--- src/rtl/lfu_pkg.sv ---
package lfu_pkg;

    localparam int KEY_W = 32;
    localparam int VAL_W = 32;
    localparam int CAP_W = 5;

    localparam logic [CAP_W-1:0] CAP_RESET = 5'd16;

    localparam logic KIND_GET = 1'b0;
    localparam logic KIND_PUT = 1'b1;

endpackage

--- src/rtl/lfu_if.sv ---
interface lfu_req_if;
    logic                                valid;
    logic                                ready;
    logic                                kind;
    logic signed [lfu_pkg::KEY_W-1:0]    lookup_key;
    logic signed [lfu_pkg::VAL_W-1:0]    store_value;

    modport source (output valid, output kind, output lookup_key, output store_value,
                    input ready);
    modport sink   (input valid, input kind, input lookup_key, input store_value,
                    output ready);
endinterface

interface lfu_rsp_if;
    logic                                valid;
    logic                                ready;
    logic                                hit;
    logic signed [lfu_pkg::VAL_W-1:0]    read_value;

    modport source (output valid, output hit, output read_value, input ready);
    modport sink   (input valid, input hit, input read_value, output ready);
endinterface

interface lfu_cfg_if;
    logic                                valid;
    logic                                ready;
    logic [lfu_pkg::CAP_W-1:0]           capacity_in_use;

    modport source (output valid, output capacity_in_use, input ready);
    modport sink   (input valid, input capacity_in_use, output ready);
endinterface

--- src/rtl/lfu_ram.sv ---
module lfu_ram #(
    parameter int WIDTH = 8,
    parameter int DEPTH = 16
) (
    input  logic                                       clk,
    input  logic                                       we,
    input  logic [((DEPTH > 1) ? $clog2(DEPTH) : 1)-1:0] waddr,
    input  logic [WIDTH-1:0]                           wdata,
    input  logic [((DEPTH > 1) ? $clog2(DEPTH) : 1)-1:0] raddr,
    output logic [WIDTH-1:0]                           rdata
);

    logic [WIDTH-1:0] mem [DEPTH];

    always_ff @(posedge clk)
    begin
        if (we)
        begin
            mem[waddr] <= wdata;
        end
        rdata <= mem[raddr];
    end

endmodule

--- src/rtl/lfu_cache_lru_tiebreak.sv ---
// channel  dir  beat payload                       accepted when
// cfg      in   capacity_in_use                    cfg.valid && cfg.ready (ready always 1)
// req      in   kind, lookup_key, store_value      req.valid && req.ready
// rsp      out  hit, read_value                    rsp.valid && rsp.ready
//
// each request makes one pass over the entry and rank memories, one read a cycle,
// then a commit state; the single scan port sets how long a request takes
// a new request is taken in the commit state, so back-to-back requests need no idle
// state between them; req.ready is low during the scan
// the result sits in an output register; a stalled rsp holds the commit cycle
// reset clears valid bits, occupancy and the deferred rank update; no clearing pass
module lfu_cache_lru_tiebreak #(
    parameter int ENTRIES    = 16,
    parameter int COUNT_BITS = 16
) (
    input  logic       clk,
    input  logic       rst_n,
    lfu_cfg_if.sink    cfg,
    lfu_req_if.sink    req,
    lfu_rsp_if.source  rsp
);

    localparam int IDX_W = (ENTRIES > 1) ? $clog2(ENTRIES) : 1;
    localparam int CNT_W = $clog2(ENTRIES + 1);
    localparam int CMP_W = (CNT_W > lfu_pkg::CAP_W) ? CNT_W : lfu_pkg::CAP_W;
    localparam int ENT_W = lfu_pkg::KEY_W + lfu_pkg::VAL_W + COUNT_BITS;

    typedef enum logic [2:0] {
        S_IDLE   = 3'b001,
        S_SCAN   = 3'b010,
        S_COMMIT = 3'b100
    } state_t;

    state_t state_reg, state_next;

    logic [lfu_pkg::CAP_W-1:0] cap_reg, cap_next;
    logic [ENTRIES-1:0]        valid_reg, valid_next;
    logic [CNT_W-1:0]          occ_reg, occ_next;
    logic [CNT_W-1:0]          scan_reg, scan_next;
    logic                      proc_vld_reg, proc_vld_next;
    logic [IDX_W-1:0]          proc_idx_reg, proc_idx_next;

    // current request
    logic                      kind_reg, kind_next;
    logic [lfu_pkg::KEY_W-1:0] key_reg, key_next;
    logic [lfu_pkg::VAL_W-1:0] sval_reg, sval_next;

    // scan trackers
    logic                      hit_reg, hit_next;
    logic [IDX_W-1:0]          hit_idx_reg, hit_idx_next;
    logic [lfu_pkg::VAL_W-1:0] hit_val_reg, hit_val_next;
    logic [COUNT_BITS-1:0]     hit_cnt_reg, hit_cnt_next;
    logic [IDX_W-1:0]          hit_rank_reg, hit_rank_next;
    logic                      vic_reg, vic_next;
    logic [IDX_W-1:0]          vic_idx_reg, vic_idx_next;
    logic [COUNT_BITS-1:0]     vic_cnt_reg, vic_cnt_next;
    logic [IDX_W-1:0]          vic_rank_reg, vic_rank_next;
    logic                      free_reg, free_next;
    logic [IDX_W-1:0]          free_idx_reg, free_idx_next;

    // rank update deferred to the next scan
    logic                      pend_reg, pend_next;
    logic                      pend_all_reg, pend_all_next;
    logic [IDX_W-1:0]          pend_slot_reg, pend_slot_next;
    logic [IDX_W-1:0]          pend_rank_reg, pend_rank_next;

    logic                      out_vld_reg, out_vld_next;
    logic                      out_hit_reg, out_hit_next;
    logic [lfu_pkg::VAL_W-1:0] out_val_reg, out_val_next;

    logic                      ent_we;
    logic [IDX_W-1:0]          ent_waddr;
    logic [ENT_W-1:0]          ent_wdata;
    logic [ENT_W-1:0]          ent_rdata;
    logic                      rank_we;
    logic [IDX_W-1:0]          rank_waddr;
    logic [IDX_W-1:0]          rank_wdata;
    logic [IDX_W-1:0]          rank_rdata;
    logic [IDX_W-1:0]          rd_addr;

    logic                      commit_go;
    logic                      accept;
    logic [CMP_W-1:0]          cap_eff;
    logic                      full;
    logic                      cur_valid;
    logic                      bump;
    logic [IDX_W-1:0]          rank_adj;
    logic [lfu_pkg::KEY_W-1:0] cur_key;
    logic [lfu_pkg::VAL_W-1:0] cur_val;
    logic [COUNT_BITS-1:0]     cur_cnt;

    logic                      do_wr;
    logic                      do_ins;
    logic [IDX_W-1:0]          wr_slot;
    logic [lfu_pkg::VAL_W-1:0] wr_val;
    logic [COUNT_BITS-1:0]     wr_cnt;
    logic [IDX_W-1:0]          wr_rank;
    logic                      wr_all;

    lfu_ram #(.WIDTH(ENT_W), .DEPTH(ENTRIES)) u_ent_ram (
        .clk   (clk),
        .we    (ent_we),
        .waddr (ent_waddr),
        .wdata (ent_wdata),
        .raddr (rd_addr),
        .rdata (ent_rdata)
    );

    lfu_ram #(.WIDTH(IDX_W), .DEPTH(ENTRIES)) u_rank_ram (
        .clk   (clk),
        .we    (rank_we),
        .waddr (rank_waddr),
        .wdata (rank_wdata),
        .raddr (rd_addr),
        .rdata (rank_rdata)
    );

    assign cfg.ready      = 1'b1;
    assign rsp.valid      = out_vld_reg;
    assign rsp.hit        = out_hit_reg;
    assign rsp.read_value = out_val_reg;

    assign commit_go = !out_vld_reg || rsp.ready;
    assign req.ready = (state_reg == S_IDLE) || ((state_reg == S_COMMIT) && commit_go);
    assign accept    = req.valid && req.ready;

    assign cap_eff = (CMP_W'(cap_reg) < CMP_W'(ENTRIES)) ? CMP_W'(cap_reg) : CMP_W'(ENTRIES);
    assign full    = CMP_W'(occ_reg) >= cap_eff;

    assign rd_addr = scan_reg[IDX_W-1:0];

    assign cur_key   = ent_rdata[ENT_W-1 -: lfu_pkg::KEY_W];
    assign cur_val   = ent_rdata[COUNT_BITS +: lfu_pkg::VAL_W];
    assign cur_cnt   = ent_rdata[COUNT_BITS-1:0];
    assign cur_valid = valid_reg[proc_idx_reg];

    // stored rank lags by one update; fix it up on the way past
    assign bump = pend_reg && cur_valid && (proc_idx_reg != pend_slot_reg)
                  && (pend_all_reg || (rank_rdata < pend_rank_reg));
    assign rank_adj = bump ? rank_rdata + IDX_W'(1) : rank_rdata;

    // commit decision
    always_comb
    begin
        do_wr   = 1'b0;
        do_ins  = 1'b0;
        wr_slot = hit_idx_reg;
        wr_val  = sval_reg;
        wr_cnt  = (hit_cnt_reg == {COUNT_BITS{1'b1}}) ? hit_cnt_reg
                                                       : hit_cnt_reg + COUNT_BITS'(1);
        wr_rank = hit_rank_reg;
        wr_all  = 1'b0;
        if (kind_reg == lfu_pkg::KIND_GET)
        begin
            if (hit_reg)
            begin
                do_wr  = 1'b1;
                wr_val = hit_val_reg;
            end
        end
        else if (cap_reg != '0)
        begin
            if (hit_reg)
            begin
                do_wr = 1'b1;
            end
            else if (full && vic_reg)
            begin
                // evict then insert ages only what was newer than the victim
                do_wr   = 1'b1;
                wr_slot = vic_idx_reg;
                wr_cnt  = COUNT_BITS'(1);
                wr_rank = vic_rank_reg;
            end
            else if (!full && free_reg)
            begin
                do_wr   = 1'b1;
                do_ins  = 1'b1;
                wr_slot = free_idx_reg;
                wr_cnt  = COUNT_BITS'(1);
                wr_all  = 1'b1;
            end
        end
    end

    always_comb
    begin
        state_next     = state_reg;
        cap_next       = cap_reg;
        valid_next     = valid_reg;
        occ_next       = occ_reg;
        scan_next      = scan_reg;
        proc_vld_next  = proc_vld_reg;
        proc_idx_next  = proc_idx_reg;
        kind_next      = kind_reg;
        key_next       = key_reg;
        sval_next      = sval_reg;
        hit_next       = hit_reg;
        hit_idx_next   = hit_idx_reg;
        hit_val_next   = hit_val_reg;
        hit_cnt_next   = hit_cnt_reg;
        hit_rank_next  = hit_rank_reg;
        vic_next       = vic_reg;
        vic_idx_next   = vic_idx_reg;
        vic_cnt_next   = vic_cnt_reg;
        vic_rank_next  = vic_rank_reg;
        free_next      = free_reg;
        free_idx_next  = free_idx_reg;
        pend_next      = pend_reg;
        pend_all_next  = pend_all_reg;
        pend_slot_next = pend_slot_reg;
        pend_rank_next = pend_rank_reg;
        out_vld_next   = out_vld_reg;
        out_hit_next   = out_hit_reg;
        out_val_next   = out_val_reg;
        ent_we         = 1'b0;
        ent_waddr      = wr_slot;
        ent_wdata      = {key_reg, wr_val, wr_cnt};
        rank_we        = 1'b0;
        rank_waddr     = proc_idx_reg;
        rank_wdata     = rank_adj;

        if (cfg.valid)
        begin
            cap_next = cfg.capacity_in_use;
        end

        if (out_vld_reg && rsp.ready)
        begin
            out_vld_next = 1'b0;
        end

        // one entry leaves the read register each cycle
        if (proc_vld_reg)
        begin
            rank_we = bump;
            if (cur_valid)
            begin
                if (cur_key == key_reg)
                begin
                    hit_next      = 1'b1;
                    hit_idx_next  = proc_idx_reg;
                    hit_val_next  = cur_val;
                    hit_cnt_next  = cur_cnt;
                    hit_rank_next = rank_adj;
                end
                if (!vic_reg || (cur_cnt < vic_cnt_reg)
                    || ((cur_cnt == vic_cnt_reg) && (rank_adj > vic_rank_reg)))
                begin
                    vic_next      = 1'b1;
                    vic_idx_next  = proc_idx_reg;
                    vic_cnt_next  = cur_cnt;
                    vic_rank_next = rank_adj;
                end
            end
            else if (!free_reg)
            begin
                free_next     = 1'b1;
                free_idx_next = proc_idx_reg;
            end
        end

        case (state_reg)
            S_IDLE:
            begin
                proc_vld_next = 1'b0;
            end
            S_SCAN:
            begin
                if (scan_reg < CNT_W'(ENTRIES))
                begin
                    proc_vld_next = 1'b1;
                    proc_idx_next = scan_reg[IDX_W-1:0];
                    scan_next     = scan_reg + CNT_W'(1);
                end
                else
                begin
                    proc_vld_next = 1'b0;
                    state_next    = S_COMMIT;
                end
            end
            S_COMMIT:
            begin
                if (commit_go)
                begin
                    state_next     = S_IDLE;
                    out_vld_next   = 1'b1;
                    out_hit_next   = hit_reg &&
                                     ((kind_reg == lfu_pkg::KIND_GET) || (cap_reg != '0));
                    out_val_next   = ((kind_reg == lfu_pkg::KIND_GET) && hit_reg)
                                     ? hit_val_reg : '0;
                    pend_next      = do_wr;
                    pend_all_next  = wr_all;
                    pend_slot_next = wr_slot;
                    pend_rank_next = wr_rank;
                    if (do_wr)
                    begin
                        ent_we     = 1'b1;
                        rank_we    = 1'b1;
                        rank_waddr = wr_slot;
                        rank_wdata = '0;
                    end
                    if (do_ins)
                    begin
                        valid_next[wr_slot] = 1'b1;
                        occ_next            = occ_reg + CNT_W'(1);
                    end
                end
            end
            default:
            begin
                state_next = S_IDLE;
            end
        endcase

        if (accept)
        begin
            state_next = S_SCAN;
            scan_next  = '0;
            kind_next  = req.kind;
            key_next   = req.lookup_key;
            sval_next  = req.store_value;
            hit_next   = 1'b0;
            vic_next   = 1'b0;
            free_next  = 1'b0;
        end
    end

    always_ff @(posedge clk or negedge rst_n)
    begin
        if (!rst_n)
        begin
            state_reg    <= S_IDLE;
            cap_reg      <= lfu_pkg::CAP_RESET;
            valid_reg    <= '0;
            occ_reg      <= '0;
            scan_reg     <= '0;
            proc_vld_reg <= 1'b0;
            pend_reg     <= 1'b0;
            out_vld_reg  <= 1'b0;
        end
        else
        begin
            state_reg    <= state_next;
            cap_reg      <= cap_next;
            valid_reg    <= valid_next;
            occ_reg      <= occ_next;
            scan_reg     <= scan_next;
            proc_vld_reg <= proc_vld_next;
            pend_reg     <= pend_next;
            out_vld_reg  <= out_vld_next;
        end
    end

    always_ff @(posedge clk)
    begin
        proc_idx_reg  <= proc_idx_next;
        kind_reg      <= kind_next;
        key_reg       <= key_next;
        sval_reg      <= sval_next;
        hit_reg       <= hit_next;
        hit_idx_reg   <= hit_idx_next;
        hit_val_reg   <= hit_val_next;
        hit_cnt_reg   <= hit_cnt_next;
        hit_rank_reg  <= hit_rank_next;
        vic_reg       <= vic_next;
        vic_idx_reg   <= vic_idx_next;
        vic_cnt_reg   <= vic_cnt_next;
        vic_rank_reg  <= vic_rank_next;
        free_reg      <= free_next;
        free_idx_reg  <= free_idx_next;
        pend_all_reg  <= pend_all_next;
        pend_slot_reg <= pend_slot_next;
        pend_rank_reg <= pend_rank_next;
        out_hit_reg   <= out_hit_next;
        out_val_reg   <= out_val_next;
    end

`ifndef SYNTH
    a_occ_matches_valid: assert property (@(posedge clk) disable iff (!rst_n)
        occ_reg == CNT_W'($countones(valid_reg)))
        else $error("occupancy differs from valid entries");

    a_occ_bound: assert property (@(posedge clk) disable iff (!rst_n)
        occ_reg <= CNT_W'(ENTRIES))
        else $error("occupancy above entry count");

    a_no_accept_in_scan: assert property (@(posedge clk) disable iff (!rst_n)
        (state_reg == S_SCAN) |-> !req.ready)
        else $error("request taken during scan");

    a_miss_reads_zero: assert property (@(posedge clk) disable iff (!rst_n)
        (rsp.valid && !rsp.hit) |-> (rsp.read_value == '0))
        else $error("miss returns nonzero value");

    a_pend_slot_valid: assert property (@(posedge clk) disable iff (!rst_n)
        pend_reg |-> valid_reg[pend_slot_reg])
        else $error("deferred rank update names an empty slot");
`endif

endmodule

--- src/flat_wrapper.sv ---
// flat-port wrapper written by rule: the top's interface ports become plain ports
module lfu_cache_lru_tiebreak_flat 
#(
    parameter int ENTRIES    = 16,
    parameter int COUNT_BITS = 16
)
  (clk, rst_n, cfg_valid, cfg_capacity_in_use, cfg_ready, req_valid, req_kind, req_lookup_key, req_store_value, req_ready, rsp_valid, rsp_hit, rsp_read_value, rsp_ready);
  lfu_cfg_if cfg_i ();
  lfu_req_if req_i ();
  lfu_rsp_if rsp_i ();
  input  logic clk;
  input  logic rst_n;
  input wire logic [$bits(cfg_i.valid)-1:0] cfg_valid;
  input wire logic [$bits(cfg_i.capacity_in_use)-1:0] cfg_capacity_in_use;
  output wire logic [$bits(cfg_i.ready)-1:0] cfg_ready;
  input wire logic [$bits(req_i.valid)-1:0] req_valid;
  input wire logic [$bits(req_i.kind)-1:0] req_kind;
  input wire logic [$bits(req_i.lookup_key)-1:0] req_lookup_key;
  input wire logic [$bits(req_i.store_value)-1:0] req_store_value;
  output wire logic [$bits(req_i.ready)-1:0] req_ready;
  output wire logic [$bits(rsp_i.valid)-1:0] rsp_valid;
  output wire logic [$bits(rsp_i.hit)-1:0] rsp_hit;
  output wire logic [$bits(rsp_i.read_value)-1:0] rsp_read_value;
  input wire logic [$bits(rsp_i.ready)-1:0] rsp_ready;
  assign cfg_i.valid = cfg_valid;
  assign cfg_i.capacity_in_use = cfg_capacity_in_use;
  assign cfg_ready = cfg_i.ready;
  assign req_i.valid = req_valid;
  assign req_i.kind = req_kind;
  assign req_i.lookup_key = req_lookup_key;
  assign req_i.store_value = req_store_value;
  assign req_ready = req_i.ready;
  assign rsp_valid = rsp_i.valid;
  assign rsp_hit = rsp_i.hit;
  assign rsp_read_value = rsp_i.read_value;
  assign rsp_i.ready = rsp_ready;
  lfu_cache_lru_tiebreak #(.ENTRIES(ENTRIES), .COUNT_BITS(COUNT_BITS)) u_core (.clk(clk), .rst_n(rst_n), .cfg(cfg_i), .req(req_i), .rsp(rsp_i));
endmodule
--- config.mk ---
export PLATFORM = sky130hd
export DESIGN_NAME = lfu_cache_lru_tiebreak_flat
export DESIGN_NICKNAME = d
export VERILOG_FILES = /design/src/rtl/lfu_pkg.sv /design/src/rtl/lfu_if.sv /design/src/rtl/lfu_ram.sv /design/src/rtl/lfu_cache_lru_tiebreak.sv /design/src/flat_wrapper.sv
export SDC_FILE = /design/constraint.sdc
export NUM_CORES = 2
export LEC_CHECK = 0
export BUFFER_PORTS_ARGS = -buffer_cell sky130_fd_sc_hd__buf_2
export CAP_MARGIN = 20
export CELL_PAD_IN_SITES_DETAIL_PLACEMENT = 1
export CELL_PAD_IN_SITES_GLOBAL_PLACEMENT = 1
export CORE_UTILIZATION = 35
export DETAILED_ROUTE_END_ITERATION = 12
export PLACE_DENSITY = 0.58
export SYNTH_ARGS = -nofsm -noshare
export SYNTH_HDL_FRONTEND = slang
export SYNTH_SLANG_ARGS = --single-unit
--- constraint.sdc ---
create_clock -name clk -period 15.8 [get_ports clk]
set_input_delay 0.79 -clock clk [delete_from_list [all_inputs] [get_ports clk]]
set_output_delay 0.79 -clock clk [all_outputs]
set_load 0.01 [all_outputs]
* Yosys cells after proc, flatten, opt, wreduce, memory -nomap -nowiden
Memories as Yosys holds them, arrays and structs flattened. A register that Yosys moved wholly into a read port is not among the register bits.
Index checks and enable logic that the tools add are counted.
** Storage, ports and cells
- Memories :: 2
- Output and inout port bits :: 36
- Input bits :: 75
- Bits in registers :: 235
- RAM bits :: 1344
- Word-level logic and storage cells :: 153
** Memory list
- u_core.u_ent_ram.mem :: words 16, bits a word 80, rd ports 1, clocked after Yosys merged registers in 1, wr ports 1, RTL line lfu_ram.sv:13 : logic [WIDTH-1:0] mem [DEPTH];
- u_core.u_rank_ram.mem :: words 16, bits a word 4, rd ports 1, clocked after Yosys merged registers in 1, wr ports 1, RTL line lfu_ram.sv:13
** Operators by class
- $lt $le $gt $ge :: 9
- Reduce and logical (&&, ||, !) cells :: 34
- Equality and inequality tests :: 10
- Bitwise operators :: 4
- Mux-type cells :: 62
- $add $sub $neg :: 4
** Operators with widths (number)
- 16-bit two-way mux :: 6
- 32-bit two-way mux :: 2
- 4-bit two-way mux :: 16
- 32-bit equality test :: 1
- 1-bit two-way mux :: 27
- 5-bit two-way mux :: 4
- 16-bit by 1-bit adder with 16-bit output (second input constant) :: 1
- 16-bit equality test :: 1
- 16-bit equality test (second input constant) :: 1
- 16-bit less-than comparator :: 1
- 16-bit bitwise OR :: 1
- 3-bit AND reduction :: 5
- 1-bit logical AND :: 12
- 5-bit by 1-bit adder with 5-bit output (second input constant) :: 2
- 4-bit by 5-bit less-than comparator with 1-bit output (second input constant) :: 2
- 5-bit less-than comparator (second input constant) :: 2
- 3-bit two-way mux :: 3
- 3-bit one-hot mux with 3 select lines :: 1
- 2-bit AND reduction :: 4
- 1-bit logical OR :: 6
- 2-bit nonzero test :: 3
- 5-bit greater-or-equal comparator :: 1
- 5-bit nonzero test :: 1
- 4-bit by 1-bit adder with 4-bit output (second input constant) :: 1
- other kinds (15) :: 19

* Longest topological paths before layout
- Word-level depth :: 15
- Mapped depth :: 15

* By module
A second synthesis with hierarchy kept.
** Second synthesis, totals
- Cell total of the unflattened synthesis :: 2857
- Area, all modules :: 62195.9 sq um
** By module, submodules not included
- lfu_ram (u_core.u_ent_ram) :: cells an instance 2054, instances 1, area an instance 49422.4 sq um
- lfu_cache_lru_tiebreak :: cells an instance 673, instances 1, area an instance 10107.2 sq um
- lfu_ram (u_core.u_rank_ram) :: cells an instance 130, instances 1, area an instance 2666.3 sq um

* Worst setup path before layout
No wires, ideal clock.
- Path type :: input to register
- Start :: input rsp_ready
- End :: memory u_core.u_ent_ram.mem[0][0] in the netlist's numbering (enable)
- Buffers on the path :: 2
- Data required time :: 15281 ps
- Cell stages on the path :: 9
- Arrival time :: 6238 ps
- Slack :: 9043 ps
- Path through :: nand2b_1 -> nand3_1 -> inv_1 -> and3_1 -> a21o_1 -> buf_2 -> buf_2 -> nand3_1 -> nor2_1
** On the way
- Cells in the longest elaborated chain, start to end :: 5
** Ends and longest elaborated chain
- from (decl) :: RTL line flat_wrapper.sv:24 : input wire logic [$bits(rsp_i.ready)-1:0] rsp_ready;
- 1-bit logical OR :: RTL line lfu_cache_lru_tiebreak.sv:123 : assign commit_go = !out_vld_reg || rsp.ready;
- 1-bit two-way mux :: RTL line lfu_cache_lru_tiebreak.sv:284 : if (commit_go)
- 1-bit two-way mux :: RTL line lfu_cache_lru_tiebreak.sv:263 : case (state_reg)
- 1-bit two-way mux :: RTL line lfu_ram.sv:17 : if (we)
- 1-bit two-way mux (implied by the code) :: RTL line lfu_ram.sv:19 : mem[waddr] <= wdata;
- to (decl) :: RTL line lfu_ram.sv:13
No other way between the ends.

* Worst setup path after layout
- Start :: register u_core.cap_reg[4] in the netlist's numbering
- End :: memory u_core.u_ent_ram.mem[7][5] in the netlist's numbering (enable)
** On the way
- Cells in the longest elaborated chain, start to end :: 15
- Elaborated cells on any way between the ends :: 22
- Those cells by class :: order compare (2); mux (16); reduce/logical (4)
** Ends and longest elaborated chain
- from (decl) :: RTL line lfu_cache_lru_tiebreak.sv:36 : logic [lfu_pkg::CAP_W-1:0] cap_reg, cap_next;
- from (signal assigned) :: RTL line lfu_cache_lru_tiebreak.sv:334 : cap_reg <= lfu_pkg::CAP_RESET;
- from (signal assigned) :: RTL line lfu_cache_lru_tiebreak.sv:345 : cap_reg <= cap_next;
- 5-bit less-than comparator :: RTL line lfu_cache_lru_tiebreak.sv:127 : assign cap_eff = (CMP_W'(cap_reg) < CMP_W'(ENTRIES)) ? CMP_W'(cap_reg) : CMP_W'(ENTRIES);
- 5-bit two-way mux :: RTL line lfu_cache_lru_tiebreak.sv:127
- 5-bit greater-or-equal comparator :: RTL line lfu_cache_lru_tiebreak.sv:128 : assign full = CMP_W'(occ_reg) >= cap_eff;
- 1-bit logical NOT :: RTL line lfu_cache_lru_tiebreak.sv:175 : else if (!full && free_reg)
- 1-bit logical AND :: RTL line lfu_cache_lru_tiebreak.sv:175
- 1-bit two-way mux :: RTL line lfu_cache_lru_tiebreak.sv:175
- 1-bit two-way mux :: RTL line lfu_cache_lru_tiebreak.sv:167 : else if (full && vic_reg)
- 1-bit two-way mux :: RTL line lfu_cache_lru_tiebreak.sv:163 : if (hit_reg)
- 1-bit two-way mux :: RTL line lfu_cache_lru_tiebreak.sv:161 : else if (cap_reg != '0)
- 1-bit two-way mux :: RTL line lfu_cache_lru_tiebreak.sv:153 : if (kind_reg == lfu_pkg::KIND_GET)
- 1-bit two-way mux :: RTL line lfu_cache_lru_tiebreak.sv:296 : if (do_wr)
- 1-bit two-way mux :: RTL line lfu_cache_lru_tiebreak.sv:284
- 1-bit two-way mux :: RTL line lfu_cache_lru_tiebreak.sv:263
- 1-bit two-way mux :: RTL line lfu_ram.sv:17
- 1-bit two-way mux (implied by the code) :: RTL line lfu_ram.sv:19
Parallel ways exist; a longest one is shown, timed or not.

==> flow_summary.ini <==
[run_status]
run_status = complete, no violations

[yosys]
synth_compound_gate_area_share = 0.0128
synth_top_flop_cell = sky130_fd_sc_hd__edfxtp_1
muxShareOfSynthArea = 0.161
asyncSetResetFlopFracSynth = 0.0222
netlist.top_cell.by_area = sky130_fd_sc_hd__edfxtp_1
synth.ff_latch_count = 1663
total_nets_after_synthesis = 2797
synth.lib_cells_used.distinct = 79
post_synth_xor_area_fraction = 0.00785
synth.area.top_cells = sky130_fd_sc_hd__edfxtp_1 74%, sky130_fd_sc_hd__mux4_2 15%, sky130_fd_sc_hd__dfxtp_1 2.8%
synthCells = 2690
synth_top_family_by_area = multiplexers
yosysTopAreaCellShare = 0.740
share_of_the_yosys_chip_area_belonging_to_registers = 0.783
post_synth_fa_ha_maj_area_fraction = 0.00641
synth-warning-count = 0
synth_edf_count = 1539
netlist_area_um2 = 62500
synth-simple-area-share = 0.0189
post_synth.cell_area_avg_um2 = 23.2

[critical_path]
reg2reg_launch_point = u_core.cap_reg[4]
worst_r2r_path_cells = 12
critical_path_class = reg2reg
critical_path_buf_inv_count = 3
path_cells = inv_2 > nand2_1 > ha_1 > a21oi_1 > o21a_2 > o21a_1 > o211ai_1 > a211oi_2 > nand2_1 > nor2_4 > buf_4 > buf_4
timing.critical_path.from_type = flop
critical_path.top_delay_family = compound AO/OA/AOI/OAI gates
slowest_delay_ps = 850
crit_path_max_fo = 45
reg2reg_setup_slack_ps = 10840
crit-reg2reg-capture = u_core.u_ent_ram.mem[7][5]
critPathSlowestCell = sky130_fd_sc_hd__buf_4
critical_path_arrival_ps = 5370
crit_required_ps = 16210
end_kind = flop

[timing]
rsz0062_at_grt = false
max_slew_margin = 0.254
maxClockFrequency_mhz = 201
finalSetupTns_ps = 0
final-hold-violation-count = 0
hold-worst-slack_ps = 104
setup_viol = 0
final.setup_skew_ps = 33.3
maxSlewViolCount = 0
timing_worst_slew_pin_value_ps = 1120
final_min_period_over_clock_period = 0.314
timing.final.crit_period_ps = 4960

[place]
post-place-cells = 5084
place_hpwl_mm = 81.5
dpl-instance-area_um2 = 66100
portBuffers = 109
place.gp.congestion = 0.789

[route]
post_drt_wl_per_cell_um = 26.8
route.antenna.remaining_nets = 0
totalWireLength_mm = 145
avgViaCountPerCell = 5.15
drtIter0Drc = 2172
vias = 27874
remaining_drc_errors = 0
number_of_iterations_in_the_first_detailed_routing_pass = 7

[global_route]
grt_antenna_before_repair = 1
first_global_vias = 30617
largest_net_degree_at_the_start_of_global_routing = 63
global_route.overflow_total = 0
groute.usage.overall = 0.162
grt_first_pass_wirelength_mm = 214

[floorplan]
die_area_um2 = 180000
die_width_um = 424
floorplan.io_pins = 111
die-height_um = 424
fp-row-count = 154
design.core.area_um2 = 177000
initial_core_utilization = 0.354

[clock_network]
clock-root-buffer = sky130_fd_sc_hd__clkbuf_16
cts_max_path_buffers = 3
number_of_h_tree_levels = 4
clk_transition_reported_paths_ps = 60
cts_made_buffers = 174
worstSkewPairLatency_ps = 810
cts.sinks = 1663
ctsHoldBuffers = 0
cts_tree = done
cts.repair_timing.setup_buffer_count = 0
cts_resizes = 0

[finish]
nets = 3034
final_cell_mix = 1539 x sky130_fd_sc_hd__edfxtp_1, 424 x sky130_fd_sc_hd__mux4_2, 174 x sky130_fd_sc_hd__clkbuf_16
registers.top_by_ff_count = u_core.u_ent_ram.mem
finalInstanceArea_um2 = 71900
layout.cells.non_filler = 5416
largest_reg_flops = 1280
layout_commonest_cell = sky130_fd_sc_hd__edfxtp_1
reg_top3 = u_core.u_ent_ram.mem: 1280 flops, u_core.u_ent_ram.rdata: 80 flops, u_core.u_rank_ram.mem: 64 flops
drive_gt1_frac = 0.315
signed_area_change_from_the_synthesized_netlist_to_the_final_layout_pct = 15.1
insertedDiodeCount = 0

[pwr]
power.static_leakage_uw = 0.0224
finalPower_uw = 10800
power_density_nw_per_um2 = 151
power.ir.vdd_worst_mv = 0.116

[run]
drv_cap = 0

[min_path]
worstHoldPathType = in2async
## area by class of cell
| class | instances | area, µm² |
|---|---|---|
| clock buffers | 238 | 4760 |
| flip-flops and latches | 1663 | 48900 |
| multi-input cells | 875 | 13100 |
| repair buffers | 174 | 1060 |
| well taps | 2340 | 2930 |
| clock inverters | 87 | 972 |
| inverters | 39 | 151 |
| fillers | 16398 | 105000 |
## synth_stat cells (6+ instances only)
cell / count
sky130_fd_sc_hd__and2_1: 37
sky130_fd_sc_hd__nand3_1: 14
sky130_fd_sc_hd__nand4_1: 20
sky130_fd_sc_hd__clkbuf_1: 64
sky130_fd_sc_hd__o21ai_0: 9
sky130_fd_sc_hd__dfxtp_1: 87
sky130_fd_sc_hd__buf_2: 38
sky130_fd_sc_hd__nor3_1: 6
sky130_fd_sc_hd__ha_1: 32
sky130_fd_sc_hd__mux2_2: 42
sky130_fd_sc_hd__xor2_1: 9
sky130_fd_sc_hd__nor2_1: 67
sky130_fd_sc_hd__a31oi_1: 6
sky130_fd_sc_hd__mux4_2: 424
sky130_fd_sc_hd__buf_1: 8
sky130_fd_sc_hd__dfrtp_1: 35
sky130_fd_sc_hd__nand2_1: 37
sky130_fd_sc_hd__a21oi_1: 12
sky130_fd_sc_hd__inv_1: 34
sky130_fd_sc_hd__o21a_1: 6
sky130_fd_sc_hd__edfxtp_1: 1539
sky130_fd_sc_hd__a21o_1: 17
sky130_fd_sc_hd__xnor2_1: 47
## through the flow
step,utilization,setup WS (ps)
floorplan,-,9040
global placement,0.374,10850
detailed placement,0.374,10800
CTS,0.406,10800
global route,0.407,10580
finish,0.407,10840
## cells by family after synthesis
logic type / count (synthesis)
xor gates and xnor gates: 56
other: 1
and+or+nand+nor: 223
AOI/OAI and AO/OA: 92
muxes: 471
DFF: 1663
adders and majority gates: 32
buffers and inverters: 152
## metal layers
| metal | GRT usage | vias up | routed length (µm) |
|---|---|---|---|
| met1 | 0.209 | 15344 | 61600 |
| met4 | 0.0388 | 2 | 2740 |
| li1 | - | 11762 | - |
| met2 | 0.285 | 577 | 75800 |
| met3 | 0.0270 | 189 | 5110 |
| met5 | 0 | - | 13 |
## where the power goes
part           total [µW]  internal, µW  switching (µW)
clock network        4080          2350            1730
registers            5320          5120             199
logic                1430           686             748
total               10800          8150            2680
## how the worst max path moves through the flow
stage / startpoint / endpoint / slack (ps) / cells after the start
2_1_floorplan: rsp_ready / u_core.u_ent_ram.mem[0][0] / 9040 / 9
3_3_place_gp: rsp_ready / u_core.u_ent_ram.mem[0][66] / 10850 / 9
3_5_place_dp: rsp_ready / u_core.u_ent_ram.mem[5][56] / 10800 / 9
4_1_cts: u_core.cap_reg[4] / u_core.u_ent_ram.mem[7][0] / 10800 / 12
5_1_grt: u_core.cap_reg[4] / u_core.u_ent_ram.mem[7][5] / 10580 / 12
6_report: u_core.cap_reg[4] / u_core.u_ent_ram.mem[7][5] / 10840 / 12
(Power assumes the default switching activity.)
